[config.mk]
export PLATFORM = sky130hd
export DESIGN_NAME = rbfp_cell
export DESIGN_NICKNAME = d
export VERILOG_FILES = /design/src/sv/rbfp_pkg.sv /design/src/sv/rbfp_cell.sv
export SDC_FILE = /design/constraint.sdc
export NUM_CORES = 1
export LEC_CHECK = 0
export ABC_AREA = 1
export BUFFER_PORTS_ARGS = -buffer_cell sky130_fd_sc_hd__clkbuf_2
export CORE_AREA = 5 5 169 171
export DETAILED_ROUTE_END_ITERATION = 7
export DIE_AREA = 0 0 174 176
export SYNTH_ARGS = -nofsm -noshare
export SYNTH_HDL_FRONTEND = slang
export SYNTH_SLANG_ARGS = --single-unit
[constraint.sdc]
create_clock -name aclk -period 7.7 [get_ports aclk]
set_input_delay 1.54 -clock aclk [delete_from_list [all_inputs] [get_ports aclk]]
set_output_delay 1.54 -clock aclk [all_outputs]
set_load 0.1 [all_outputs]
[src/sv/rbfp_pkg.sv]
// ----------------------------------------------------------------------------
// rbfp_pkg: shared definitions for the ranked best-fit placer
// Slot table sizes, field widths, command codes and the records that travel
// between the control logic and the row of host cells.
// ----------------------------------------------------------------------------
`default_nettype none

package rbfp_pkg;

    // Table geometry
    localparam int HOST_SLOTS  = 64;
    localparam int RANK_LEVELS = 16;

    localparam int SLOT_W  = (HOST_SLOTS > 1) ? $clog2(HOST_SLOTS) : 1;
    localparam int IDX_W   = (SLOT_W > 6) ? SLOT_W : 6;
    localparam int RANK_W  = $clog2(RANK_LEVELS);
    localparam int RANK_WX = (RANK_W > 4) ? RANK_W : 4;
    localparam int CNT_W   = $clog2(HOST_SLOTS + 1);

    // Field widths
    localparam int CMD_W  = 2;
    localparam int SIDX_W = 6;
    localparam int SRNK_W = 4;
    localparam int CPU_W  = 40;
    localparam int MEM_W  = 24;
    localparam int ID_W   = 16;

    localparam int S_TDATA_W = 160;
    localparam int M_TDATA_W = 24;

    // Command codes
    localparam logic [CMD_W-1:0] CMD_CLEAR = 2'd0;
    localparam logic [CMD_W-1:0] CMD_LOAD  = 2'd1;
    localparam logic [CMD_W-1:0] CMD_PLACE = 2'd2;

    // Best candidate handed from cell to cell during a scan
    typedef struct packed {
        logic              found;
        logic [RANK_W-1:0] rank;
        logic [CPU_W-1:0]  slack;
        logic [IDX_W-1:0]  idx;
    } best_t;

    // Demand of the request under scan
    typedef struct packed {
        logic [CPU_W-1:0] cpu;
        logic [MEM_W-1:0] mem;
    } req_t;

    // Table write broadcast to all cells
    typedef struct packed {
        logic              clear;
        logic              load;
        logic              upd;
        logic [IDX_W-1:0]  idx;
        logic [RANK_W-1:0] rank;
        logic              on;
        logic [CPU_W-1:0]  cpu;
        logic [MEM_W-1:0]  mem;
    } host_wr_t;

    // Clamp a loaded rank to the top rank level
    function automatic logic [RANK_W-1:0] sat_rank(input logic [SRNK_W-1:0] r);
        logic [RANK_WX-1:0] wide;
        wide = RANK_WX'(r);
        if (wide > RANK_WX'(RANK_LEVELS - 1)) begin
            return RANK_W'(RANK_LEVELS - 1);
        end
        return wide[RANK_W-1:0];
    endfunction

endpackage

`default_nettype wire

[src/sv/rbfp_cell.sv]
// ----------------------------------------------------------------------------
// rbfp_cell: one host slot of the placement row
// Holds the slot's rank, active flag and free capacities, and compares its
// own fit against the best candidate handed in by the previous cell.
// ----------------------------------------------------------------------------
`default_nettype none

module rbfp_cell (
    input  wire logic                    aclk,
    input  wire logic                    aresetn,
    input  wire logic [rbfp_pkg::IDX_W-1:0] cell_idx,
    input  wire rbfp_pkg::host_wr_t      host_wr,
    input  wire rbfp_pkg::req_t          req,
    input  wire rbfp_pkg::best_t         best_in,
    output rbfp_pkg::best_t              best_out
);
    import rbfp_pkg::*;

    logic              valid_reg;
    logic [RANK_W-1:0] rank_reg;
    logic              on_reg;
    logic [CPU_W-1:0]  cpu_reg;
    logic [MEM_W-1:0]  mem_reg;
    best_t             best_reg;
    best_t             best_next;

    logic              hit;
    logic              fits;
    logic [CPU_W-1:0]  slack;
    logic              better;

    assign hit = (host_wr.idx == cell_idx);

    // Valid bit: clear drops it, a load to this slot sets it
    always_ff @(posedge aclk) begin
        if (!aresetn) begin
            valid_reg <= 1'b0;
        end else if (host_wr.clear) begin
            valid_reg <= 1'b0;
        end else if (host_wr.load && hit) begin
            valid_reg <= 1'b1;
        end
    end

    // Slot contents: load overwrites, a placement takes the demand off
    always_ff @(posedge aclk) begin
        if (host_wr.load && hit) begin
            rank_reg <= host_wr.rank;
            on_reg   <= host_wr.on;
            cpu_reg  <= host_wr.cpu;
            mem_reg  <= host_wr.mem;
        end else if (host_wr.upd && hit) begin
            cpu_reg  <= cpu_reg - req.cpu;
            mem_reg  <= mem_reg - req.mem;
        end
    end

    // Compare own fit with the incoming candidate; ties keep the lower slot
    always_comb begin
        fits   = valid_reg && on_reg && (cpu_reg >= req.cpu) && (mem_reg >= req.mem);
        slack  = cpu_reg - req.cpu;
        better = fits && (!best_in.found || (rank_reg < best_in.rank) ||
                          ((rank_reg == best_in.rank) && (slack < best_in.slack)));
        if (better) begin
            best_next.found = 1'b1;
            best_next.rank  = rank_reg;
            best_next.slack = slack;
            best_next.idx   = cell_idx;
        end else begin
            best_next = best_in;
        end
    end

    // Hand the candidate to the next cell
    always_ff @(posedge aclk) begin
        best_reg <= best_next;
    end

    assign best_out = best_reg;

endmodule

`default_nettype wire

[Word level (Yosys, flattened, before mapping)]
Index checks and enable logic that the tools add are counted.
Word-level totals
  register bits after elaboration: 121
  input bits: 201
  output and inout port bits: 51
Cells by class
  $add $sub $neg: 2
  magnitude comparators: 4
  equal/unequal tests: 2
  multiplexer cells: 5
  bitwise logic cells: 1
  reduce and logical (&&, ||, !) cells: 12
Operators by type and width (number)
  two-way mux 40 bit: 2
  two-way mux 50 bit: 1
  two-way mux 24 bit: 2
  greater-or-equal comparator 40 bit: 1
  less-than comparator 40 bit: 1
  subtractor 40 bit: 1
  greater-or-equal comparator 24 bit: 1
  subtractor 24 bit: 1
  logical AND 1 bit: 7
  == test 6 bit: 1
  == test 4 bit: 1
  less-than comparator 4 bit: 1
  logical OR 1 bit: 2
  nonzero test 2 bit: 1
  OR reduction 2 bit: 1
  zero test 1 bit: 1
  inverter 1 bit: 1

[Logic depth before layout (Yosys ltp)]
Gate-level depths: netlist of run 1.
  depth after elaboration: 6
  depth in mapped cells: 28
  depth with buffers taken out: 27

[Worst setup path before layout of run 1]
Ideal clock, no wire load.
  kind: input -> register
  from: in host_wr[69] (netlist name)
  to: reg cpu_reg[0] (enable)
  arrival time: 3.671 ns
  data required time: 7.012 ns
  setup slack: 3.342 ns
  cell stages on the path: 8
  cells stage by stage: inv_1 -> or2_2 -> o211ai_1 -> nor2_1 -> nand3_1 -> buf_2 -> buf_1 -> nand2_1
On the way
  longest elaborated chain between the ends: 3
RTL lines
  from (decl): line rbfp_cell.sv:12  | input wire rbfp_pkg::host_wr_t host_wr,
  == test 6 bit *: line rbfp_cell.sv:32  | assign hit = (host_wr.idx == cell_idx);
  logical AND 1 bit (on tied branches): line rbfp_cell.sv:47, rbfp_cell.sv:52
  nonzero test 2 bit (no source line) *
  to (signal assigned): line rbfp_cell.sv:50  | cpu_reg <= host_wr.cpu;
  to (signal assigned): line rbfp_cell.sv:53  | cpu_reg <= cpu_reg - req.cpu;
  to (decl): line rbfp_cell.sv:22  | logic [CPU_W-1:0] cpu_reg;
Every way passes the cells marked *; elsewhere a longest branch is shown, timed or not.
A chain may end at the register's enable or synchronous reset.

==> results of run 1 <==
## cell families after synthesis
kind of cell,share of synthesized area
simple gates,0.351
buf+inv,0.112
compound gates,0.0860
flops,0.294
fa+ha+maj,0.130
xor+xnor,0.0273
## placed cells by master, fill, tap and decap left out, drive strengths merged
| cell | synthesis | final |
|---|---|---|
| xnor2 | 8 | 8 |
| o21ai | 45 | 45 |
| clkbuf | 6 | 268 |
| ha | 107 | 107 |
| fa | 2 | 2 |
| nand2b | 1 | 1 |
| edfxtp | 69 | 69 |
| nor4 | 1 | 1 |
| xor2 | 25 | 25 |
| or2 | 10 | 10 |
| a21boi | 2 | 2 |
| and2 | 3 | 3 |
| nand3b | 3 | 3 |
| nand3 | 122 | 122 |
| bufinv | 0 | 3 |
| buf | 23 | 4 |
| nand2 | 622 | 622 |
| a21o | 8 | 8 |
| a31oi | 16 | 16 |
| dfxtp | 52 | 52 |
| nor2 | 131 | 131 |
| o211ai | 3 | 3 |
| a21oi | 75 | 75 |
| o21bai | 5 | 5 |
| clkinv | 0 | 6 |
| inv | 268 | 273 |
| clkinvlp | 0 | 1 |
| o21a | 9 | 9 |
| nor3 | 13 | 13 |
| nand4 | 10 | 10 |
## power groups by stage
stage | sequential, mW | clock, mW | combinational (mW)
after global routing | 0.718 | 0.909 | 0.641
after detailed placement | 0.731 | 0 | 0.569
after floorplan | 0.833 | 0 | 0.297
final | 0.716 | 0.866 | 0.570
after CTS | 0.716 | 0.880 | 0.573
after global placement | 0.731 | 0 | 0.565
## how the worst min path moves through the flow
stage	startpoint	to	slack [ns]
6_report	rank_reg[2]	best_out[48]	0.50
5_1_grt	rank_reg[2]	best_out[48]	0.53
4_1_cts	rank_reg[2]	best_out[48]	0.51
3_5_place_dp	rank_reg[2]	best_out[48]	0.49
3_3_place_gp	rank_reg[0]	best_out[46]	0.49
2_1_floorplan	rank_reg[0]	best_out[46]	0.46
## metrics by stage
step / cells / hold WS, ns / utilization / instance area, um^2
3_5_place_dp: 2206 / 0.486 / 0.455 / 12100
2_1_floorplan: 1639 / 0.464 / - / 10600
6_report: 2238 / 0.504 / 0.478 / 12800
4_1_cts: 2238 / 0.508 / 0.478 / 12800
5_1_grt: 2238 / 0.530 / 0.478 / 12800
3_3_place_gp: 2206 / 0.491 / 0.455 / 12100
## cell type report
| cell class | instances | area [um^2] |
|---|---|---|
| Clock buffer | 17 | 425 |
| Clock inverter | 15 | 190 |
| Fill cell | 2872 | 14000 |
| Timing Repair Buffer | 255 | 1290 |
| Multi-Input combinational cell | 1221 | 6320 |
| Sequential cell | 121 | 3110 |
| Tap cell | 341 | 427 |
| Inverter | 268 | 1010 |
## critical path, stage by stage
cell                       delay (ns)
sky130_fd_sc_hd__clkbuf_2        0.08
sky130_fd_sc_hd__ha_1            0.19
sky130_fd_sc_hd__inv_1           0.10
sky130_fd_sc_hd__fa_1            0.46
sky130_fd_sc_hd__nand2_1         0.10
sky130_fd_sc_hd__nand3_1         0.24
sky130_fd_sc_hd__nand2_1         0.14
sky130_fd_sc_hd__nand2_1         0.13
sky130_fd_sc_hd__nand3b_1        0.22
sky130_fd_sc_hd__nand3_1         0.11
sky130_fd_sc_hd__nand2_1         0.09
sky130_fd_sc_hd__nand2_1         0.09
sky130_fd_sc_hd__ha_1            0.28
sky130_fd_sc_hd__nand2_1         0.08
sky130_fd_sc_hd__inv_1           0.04
sky130_fd_sc_hd__nand2_1         0.05
sky130_fd_sc_hd__nand2_1         0.05
sky130_fd_sc_hd__nand2_1         0.05
sky130_fd_sc_hd__nand2_1         0.04
sky130_fd_sc_hd__a21oi_1         0.32
sky130_fd_sc_hd__nand3_1         0.21
sky130_fd_sc_hd__a21oi_4         0.84
sky130_fd_sc_hd__buf_4           0.41
sky130_fd_sc_hd__nand3_1         0.12
sky130_fd_sc_hd__nand2_1         0.09
## routing by layer
layer | wire (um) | vias to the layer above | GRT usage
met2 | 17900 | 271 | 0.421
met4 | 550 | 6 | 0.0591
met5 | 39 | - | 0
li1 | - | 5685 | -
met1 | 15600 | 4929 | 0.289
met3 | 1820 | 37 | 0.0448
==> impl_metrics.tcl, run 1 <==
set metrics [dict create \
    run_status "finished, final reports clean" \
    cts_sinks 121 \
    total_switching_power_uw 746 \
    via_count_of_the_first_global_routing_pass 10994 \
    fp.coreArea_um2 26700 \
    layout-drive-gt1-share 0.165 \
    cts_tree "yes" \
    ctsHtreeMaxLevel 4 \
    route.detailed.vias_per_inst 4.88 \
    ratio_of_total_power_to_cell_area_nw_per_um2 169 \
    final_antenna_net_count 0 \
    synth_seq_area_share 0.294 \
    dp_wirelength_um 29300 \
    floorplan.die.height_um 176 \
    synth_commonest_cells "615 x sky130_fd_sc_hd__nand2_1, 267 x sky130_fd_sc_hd__inv_1, 131 x sky130_fd_sc_hd__nor2_1, 121 x sky130_fd_sc_hd__nand3_1, 107 x sky130_fd_sc_hd__ha_1" \
    gr-usage-all-layers 0.234 \
    crit_fanout 30 \
    die_w_um 174 \
    drc_errors_left 0 \
    total_leakage_power_nw 7.18 \
    worst_hold_path.num_cells 2 \
    worst_ep_arrival_time_ns 6.10 \
    critical_path.reg2reg.startpoint "cpu_reg[0]" \
    ys_ff_latch 121 \
    synth_edf_count 69 \
    max_cap_viol_count 0 \
    hold_path_class "reg2reg" \
    core.rowCount 60 \
    post_synthesis_instance_area_um2 10600 \
    start_kind "input port" \
    cp-startpoint "req[24]" \
    max_slew.worst_pin.slew_ns 1.03 \
    area_delta_synth_final_pct 20.5 \
    count_of_antenna_diodes_in_the_layout 0 \
    cts_made_buffers 17 \
    setup_viol 0 \
    syn-instance-count 1639 \
    grt.overflow.total 0 \
    async_reset_ff_frac 0 \
    netlist.top_cell.by_area "sky130_fd_sc_hd__nand2_1" \
    p_seq_frac 0.333 \
    r2r.worst_path.cells 25 \
    rsz0062_at_grt "no" \
    final.setup_skew_ns 0.00942 \
    post-synth-top-area-fraction 0.218 \
    clk-insertion-delay-late_ns 0.43 \
    pre_cts_ws_ns 1.49 \
    power.combinational.fraction 0.265 \
    clk_pin_slew_worst_paths_ns 0.07 \
    largest_register_ffs 51 \
    number_of_antenna_violations_at_the_first_check_in_global_routing 3 \
    yosysUniqueCellTypes 39 \
    cts_resized 0 \
    wirelength_um 35900 \
    io_pins 252 \
    drt-wirelength-per-cell_um 16.0 \
    clock_path_buffers 2 \
    synth_flop_cell "sky130_fd_sc_hd__edfxtp_1" \
    post-route-min-period_ns 5.73 \
    max_freq_mhz 174 \
    vdd.ir_drop.worst_v 0.000127 \
    synth.top_cells.by_area "sky130_fd_sc_hd__nand2_1 22%, sky130_fd_sc_hd__edfxtp_1 20%, sky130_fd_sc_hd__ha_1 13%, sky130_fd_sc_hd__dfxtp_1 9.8%, sky130_fd_sc_hd__inv_1 9.5%" \
    final_critical_path_setup_slack_ns 1.97 \
    io_buffers 251 \
    die_area_um2 30600 \
    power.clock.fraction 0.402 \
    finalPower_mw 2.15 \
    num_vias 10928 \
    max_slew_margin 0.309 \
    internal_power_mw 1.41 \
    setup_tns_ns 0 \
    cts_setup_buffers 0 \
    finalHoldViolCount 0 \
    ff2ff_setup_slack_ns 2.75 \
    grt_max_degree 68 \
    crit_required_ns 8.06 \
    finalNetCount 2194 \
    synthesis.nets 1949 \
    power.switching_fraction 0.347 \
    drtIter0Drc 589 \
    endpoint "best_out[11]" \
    final-max-slew-violation-count 0 \
    critical_path.endpoint_type "flip-flop" \
    timing.final.crit_share 0.745 \
    crit_type "in2reg" \
    detailedRoute.firstPassIterationCount 5 \
    grt_pass1_wl_um 57600 \
    globalplace.congestion 0.958 \
    cts_hold_repair.buffers 0 \
    synthesis.yosys.warnings 0 \
    post-synth-top-count-cell "sky130_fd_sc_hd__nand2_1" \
    floorplan.initialDensity 0.396 \
    cts.root.buffer_cell "sky130_fd_sc_hd__clkbuf_16" \
    syn_area_per_cell_um2 6.47 \
    worst_r2r_endpoint "best_out[11]" \
]
Note: power is estimated with default switching activity, not from simulation.
==> run 2, diff against run 1 <==
--- a/config.mk
+++ b/config.mk
@@ -5,11 +5,12 @@
 export SDC_FILE = /design/constraint.sdc
 export NUM_CORES = 1
 export LEC_CHECK = 0
-export ABC_AREA = 1
+export ABC_AREA = 0
 export BUFFER_PORTS_ARGS = -buffer_cell sky130_fd_sc_hd__clkbuf_2
-export CORE_AREA = 5 5 169 171
+export CORE_AREA = 5 5 160 162
 export DETAILED_ROUTE_END_ITERATION = 7
-export DIE_AREA = 0 0 174 176
+export DIE_AREA = 0 0 165 167
+export PLACE_DENSITY = 0.65
 export SYNTH_ARGS = -nofsm -noshare
 export SYNTH_HDL_FRONTEND = slang
 export SYNTH_SLANG_ARGS = --single-unit
==> constraint.sdc (replaced) <==
create_clock -name aclk -period 4.7 [get_ports aclk]
set_input_delay 0.94 -clock aclk [delete_from_list [all_inputs] [get_ports aclk]]
set_output_delay 0.94 -clock aclk [all_outputs]
set_load 0.1 [all_outputs]
==> run 2 against run 1 <==
The run now ends with negative setup slack left. Utilization increased by 9.2 points. Cell count decreased by 19%. Global-route usage decreased by 2.2 points. Critical path type unchanged. Largest cell class unchanged.
==> impl_metrics.tcl, run 2 <==
set metrics [dict create \
    failed_checks "negative setup slack" \
    synth_flop_cell "sky130_fd_sc_hd__edfxtp_1" \
    ctsHtreeMaxLevel 4 \
    hold_path_class "reg2reg" \
    route.detailed.vias_per_inst 5.02 \
    die_w_um 165 \
    syn-instance-count 1059 \
    largest_register_ffs 51 \
    instances_no_fill 1808 \
    critical_path.reg2reg.startpoint "cpu_reg[1]" \
    synthesis.yosys.warnings 0 \
    core.rowCount 57 \
    grt_max_degree 71 \
    vdd.ir_drop.worst_v 0.000185 \
    worst_r2r_endpoint "best_out[27]" \
    worst_path_depth 23 \
    setup_tns_ns -6.17 \
    max_freq_mhz 206 \
    finalHoldViolCount 0 \
    post_synthesis_instance_area_um2 9480 \
    netlist.top_cell.by_area "sky130_fd_sc_hd__edfxtp_1" \
    timing.final.crit_share 1.03 \
    cts.root.buffer_cell "sky130_fd_sc_hd__clkbuf_16" \
    finalPower_mw 3.69 \
    cts_hold_repair.buffers 0 \
    dp_wirelength_um 23500 \
    final-max-slew-violation-count 0 \
    clk-insertion-delay-late_ns 0.42 \
    clk_pin_slew_worst_paths_ns 0.06 \
    synth_commonest_cells "134 x sky130_fd_sc_hd__nand2_1, 127 x sky130_fd_sc_hd__inv_1, 107 x sky130_fd_sc_hd__ha_1, 79 x sky130_fd_sc_hd__a21oi_1, 70 x sky130_fd_sc_hd__nor2_1" \
    critical_path.cell_chain "buf_6 -> inv_2 -> ha_4 -> nor2b_4 -> o31a_1 -> o31ai_2 -> buf_4 -> a31oi_4 -> nor3_2 -> buf_4 -> o31ai_4 -> xor2_1 -> ha_1 -> a21oi_2 -> o21ai_2 -> a211oi_2 -> o21ai_1 -> a31o_2 -> a2111oi_4 -> nand4_4 -> buf_6 -> buf_12 -> mux2_4" \
    post_place_cell_area_um2 12300 \
    ff2ff_setup_slack_ns 0.04 \
    synth.top_cells.by_area "sky130_fd_sc_hd__edfxtp_1 22%, sky130_fd_sc_hd__ha_1 14%, sky130_fd_sc_hd__dfxtp_1 11%, sky130_fd_sc_hd__mux2_4 7.6%, sky130_fd_sc_hd__nand2_1 5.3%" \
    mostFrequentLayoutCells "247 x sky130_fd_sc_hd__clkbuf_2, 158 x sky130_fd_sc_hd__buf_4, 130 x sky130_fd_sc_hd__nand2_1" \
    floorplan.initialDensity 0.395 \
    pre_cts_ws_ns -0.814 \
    cp-startpoint "req[25]" \
    cts_made_buffers 17 \
    grt.overflow.total 0 \
    mostFrequentLayoutCell "sky130_fd_sc_hd__clkbuf_2" \
    syn_area_per_cell_um2 8.95 \
    critical-path-max-stage-delay_ns 0.36 \
    start_kind "input port" \
    finalNetCount 1779 \
    crit_slowest_cell "sky130_fd_sc_hd__ha_1" \
    endpoint "best_out[27]" \
    synth_seq_area_share 0.328 \
    ys_ff_latch 121 \
    ratio_of_total_power_to_cell_area_nw_per_um2 270 \
    max_slew_margin 0.441 \
    wirelength_um 30400 \
    io_buffers 251 \
    crit_type "in2reg" \
    post-synth-top-count-cell "sky130_fd_sc_hd__nand2_1" \
    setup_viol 49 \
    worst-path-buf-inv 6 \
    crit_required_ns 5.01 \
    rsz0062_at_grt "yes" \
    via_count_of_the_first_global_routing_pass 9465 \
    cp_delay_by_family_top "compound AO/OA/AOI/OAI gates" \
    area_delta_synth_final_pct 44.0 \
    max_slew.worst_pin.slew_ns 0.838 \
    crit_fanout 6 \
    floorplan.die.height_um 167 \
    post-route-min-period_ns 4.85 \
    post-synth-top-area-fraction 0.219 \
    die_area_um2 27600 \
    layout-drive-gt1-share 0.418 \
    max_cap_viol_count 0 \
    grt_pass1_wl_um 46600 \
    drt-wirelength-per-cell_um 16.8 \
    fp.coreArea_um2 24000 \
    number_of_antenna_violations_at_the_first_check_in_global_routing 5 \
    cts_tree "yes" \
    drtIter0Drc 398 \
    cts_sinks 121 \
    dp.cells 1753 \
    worst_ep_arrival_time_ns 5.16 \
    detailedRoute.firstPassIterationCount 5 \
    synthesis.nets 1369 \
    yosysUniqueCellTypes 70 \
    gr-usage-all-layers 0.212 \
    drc_errors_left 0 \
    synth_edf_count 69 \
    async_reset_ff_frac 0 \
    clock_path_buffers 2 \
    design_area_um2 13600 \
    num_vias 9073 \
    run_status "finished, violations left" \
    r2r.worst_path.cells 21 \
    globalplace.congestion 0.937 \
    total_leakage_power_nw 6.82 \
    critical_path.endpoint_type "flip-flop" \
    io_pins 252 \
    final_critical_path_setup_slack_ns -0.154 \
    final_antenna_net_count 0 \
    final.setup_skew_ns 0.0132 \
]
run 2: worst min-delay path by stage:
stage | start | endpoint | slack (ns) | cells after the start
2_1_floorplan | rank_reg[0] | best_out[46] | 0.48 | 1
3_3_place_gp | rank_reg[0] | best_out[46] | 0.49 | 1
3_5_place_dp | rank_reg[0] | best_out[46] | 0.49 | 1
4_1_cts | rank_reg[0] | best_out[46] | 0.51 | 1
5_1_grt | rank_reg[2] | best_out[48] | 0.53 | 1
6_report | rank_reg[0] | best_out[46] | 0.50 | 1
run 2: logic make-up (layout without fill, tap and decap cells):
| logic type | after synthesis | in the layout | share of synthesized area |
|---|---|---|---|
| simple gates | 293 | 293 | 0.139 |
| compound gates | 251 | 251 | 0.169 |
| buf+inv | 161 | 584 | 0.0687 |
| flops | 121 | 121 | 0.328 |
| fa+ha+maj | 109 | 109 | 0.145 |
| xor+xnor | 63 | 63 | 0.0582 |
| mux | 61 | 61 | 0.0912 |
| other cells | 0 | 2 | 0 |
run 2: area by class of cell:
| class | instances | area [um^2] |
|---|---|---|
| diodes | 2 | 5.00 |
| clock buffers | 23 | 554 |
| clock inverters | 9 | 70.1 |
| fillers | 2222 | 10300 |
| inverters | 128 | 495 |
| multi-input cells | 777 | 6300 |
| flip-flops and latches | 121 | 3110 |
| well taps | 324 | 405 |
| repair buffers | 424 | 2700 |
run 2: routing by layer:
metal,track usage,share of wire
met5,0,0.0017
met4,0.0720,0.024
met3,0.0507,0.057
met2,0.364,0.50
met1,0.259,0.42
run 2: through the flow:
stage	hold WS [ns]	util
after floorplan	0.479	-
after global placement	0.490	0.512
after detailed placement	0.490	0.512
after CTS	0.505	0.554
after global routing	0.527	0.570
final	0.504	0.570
run 2: what timing repair did:
item                       4_1_cts  5_1_grt
setup endpoints to repair       51       51
buffers inserted                 9       10
cloned                           2        0
gates resized for setup         51       69
pin swaps                        6       26
run 2: where the power goes:
group          switching [mW]  internal, mW
Combinational           0.632         0.491
Sequential            0.00978          1.16
Clock                   0.551         0.841
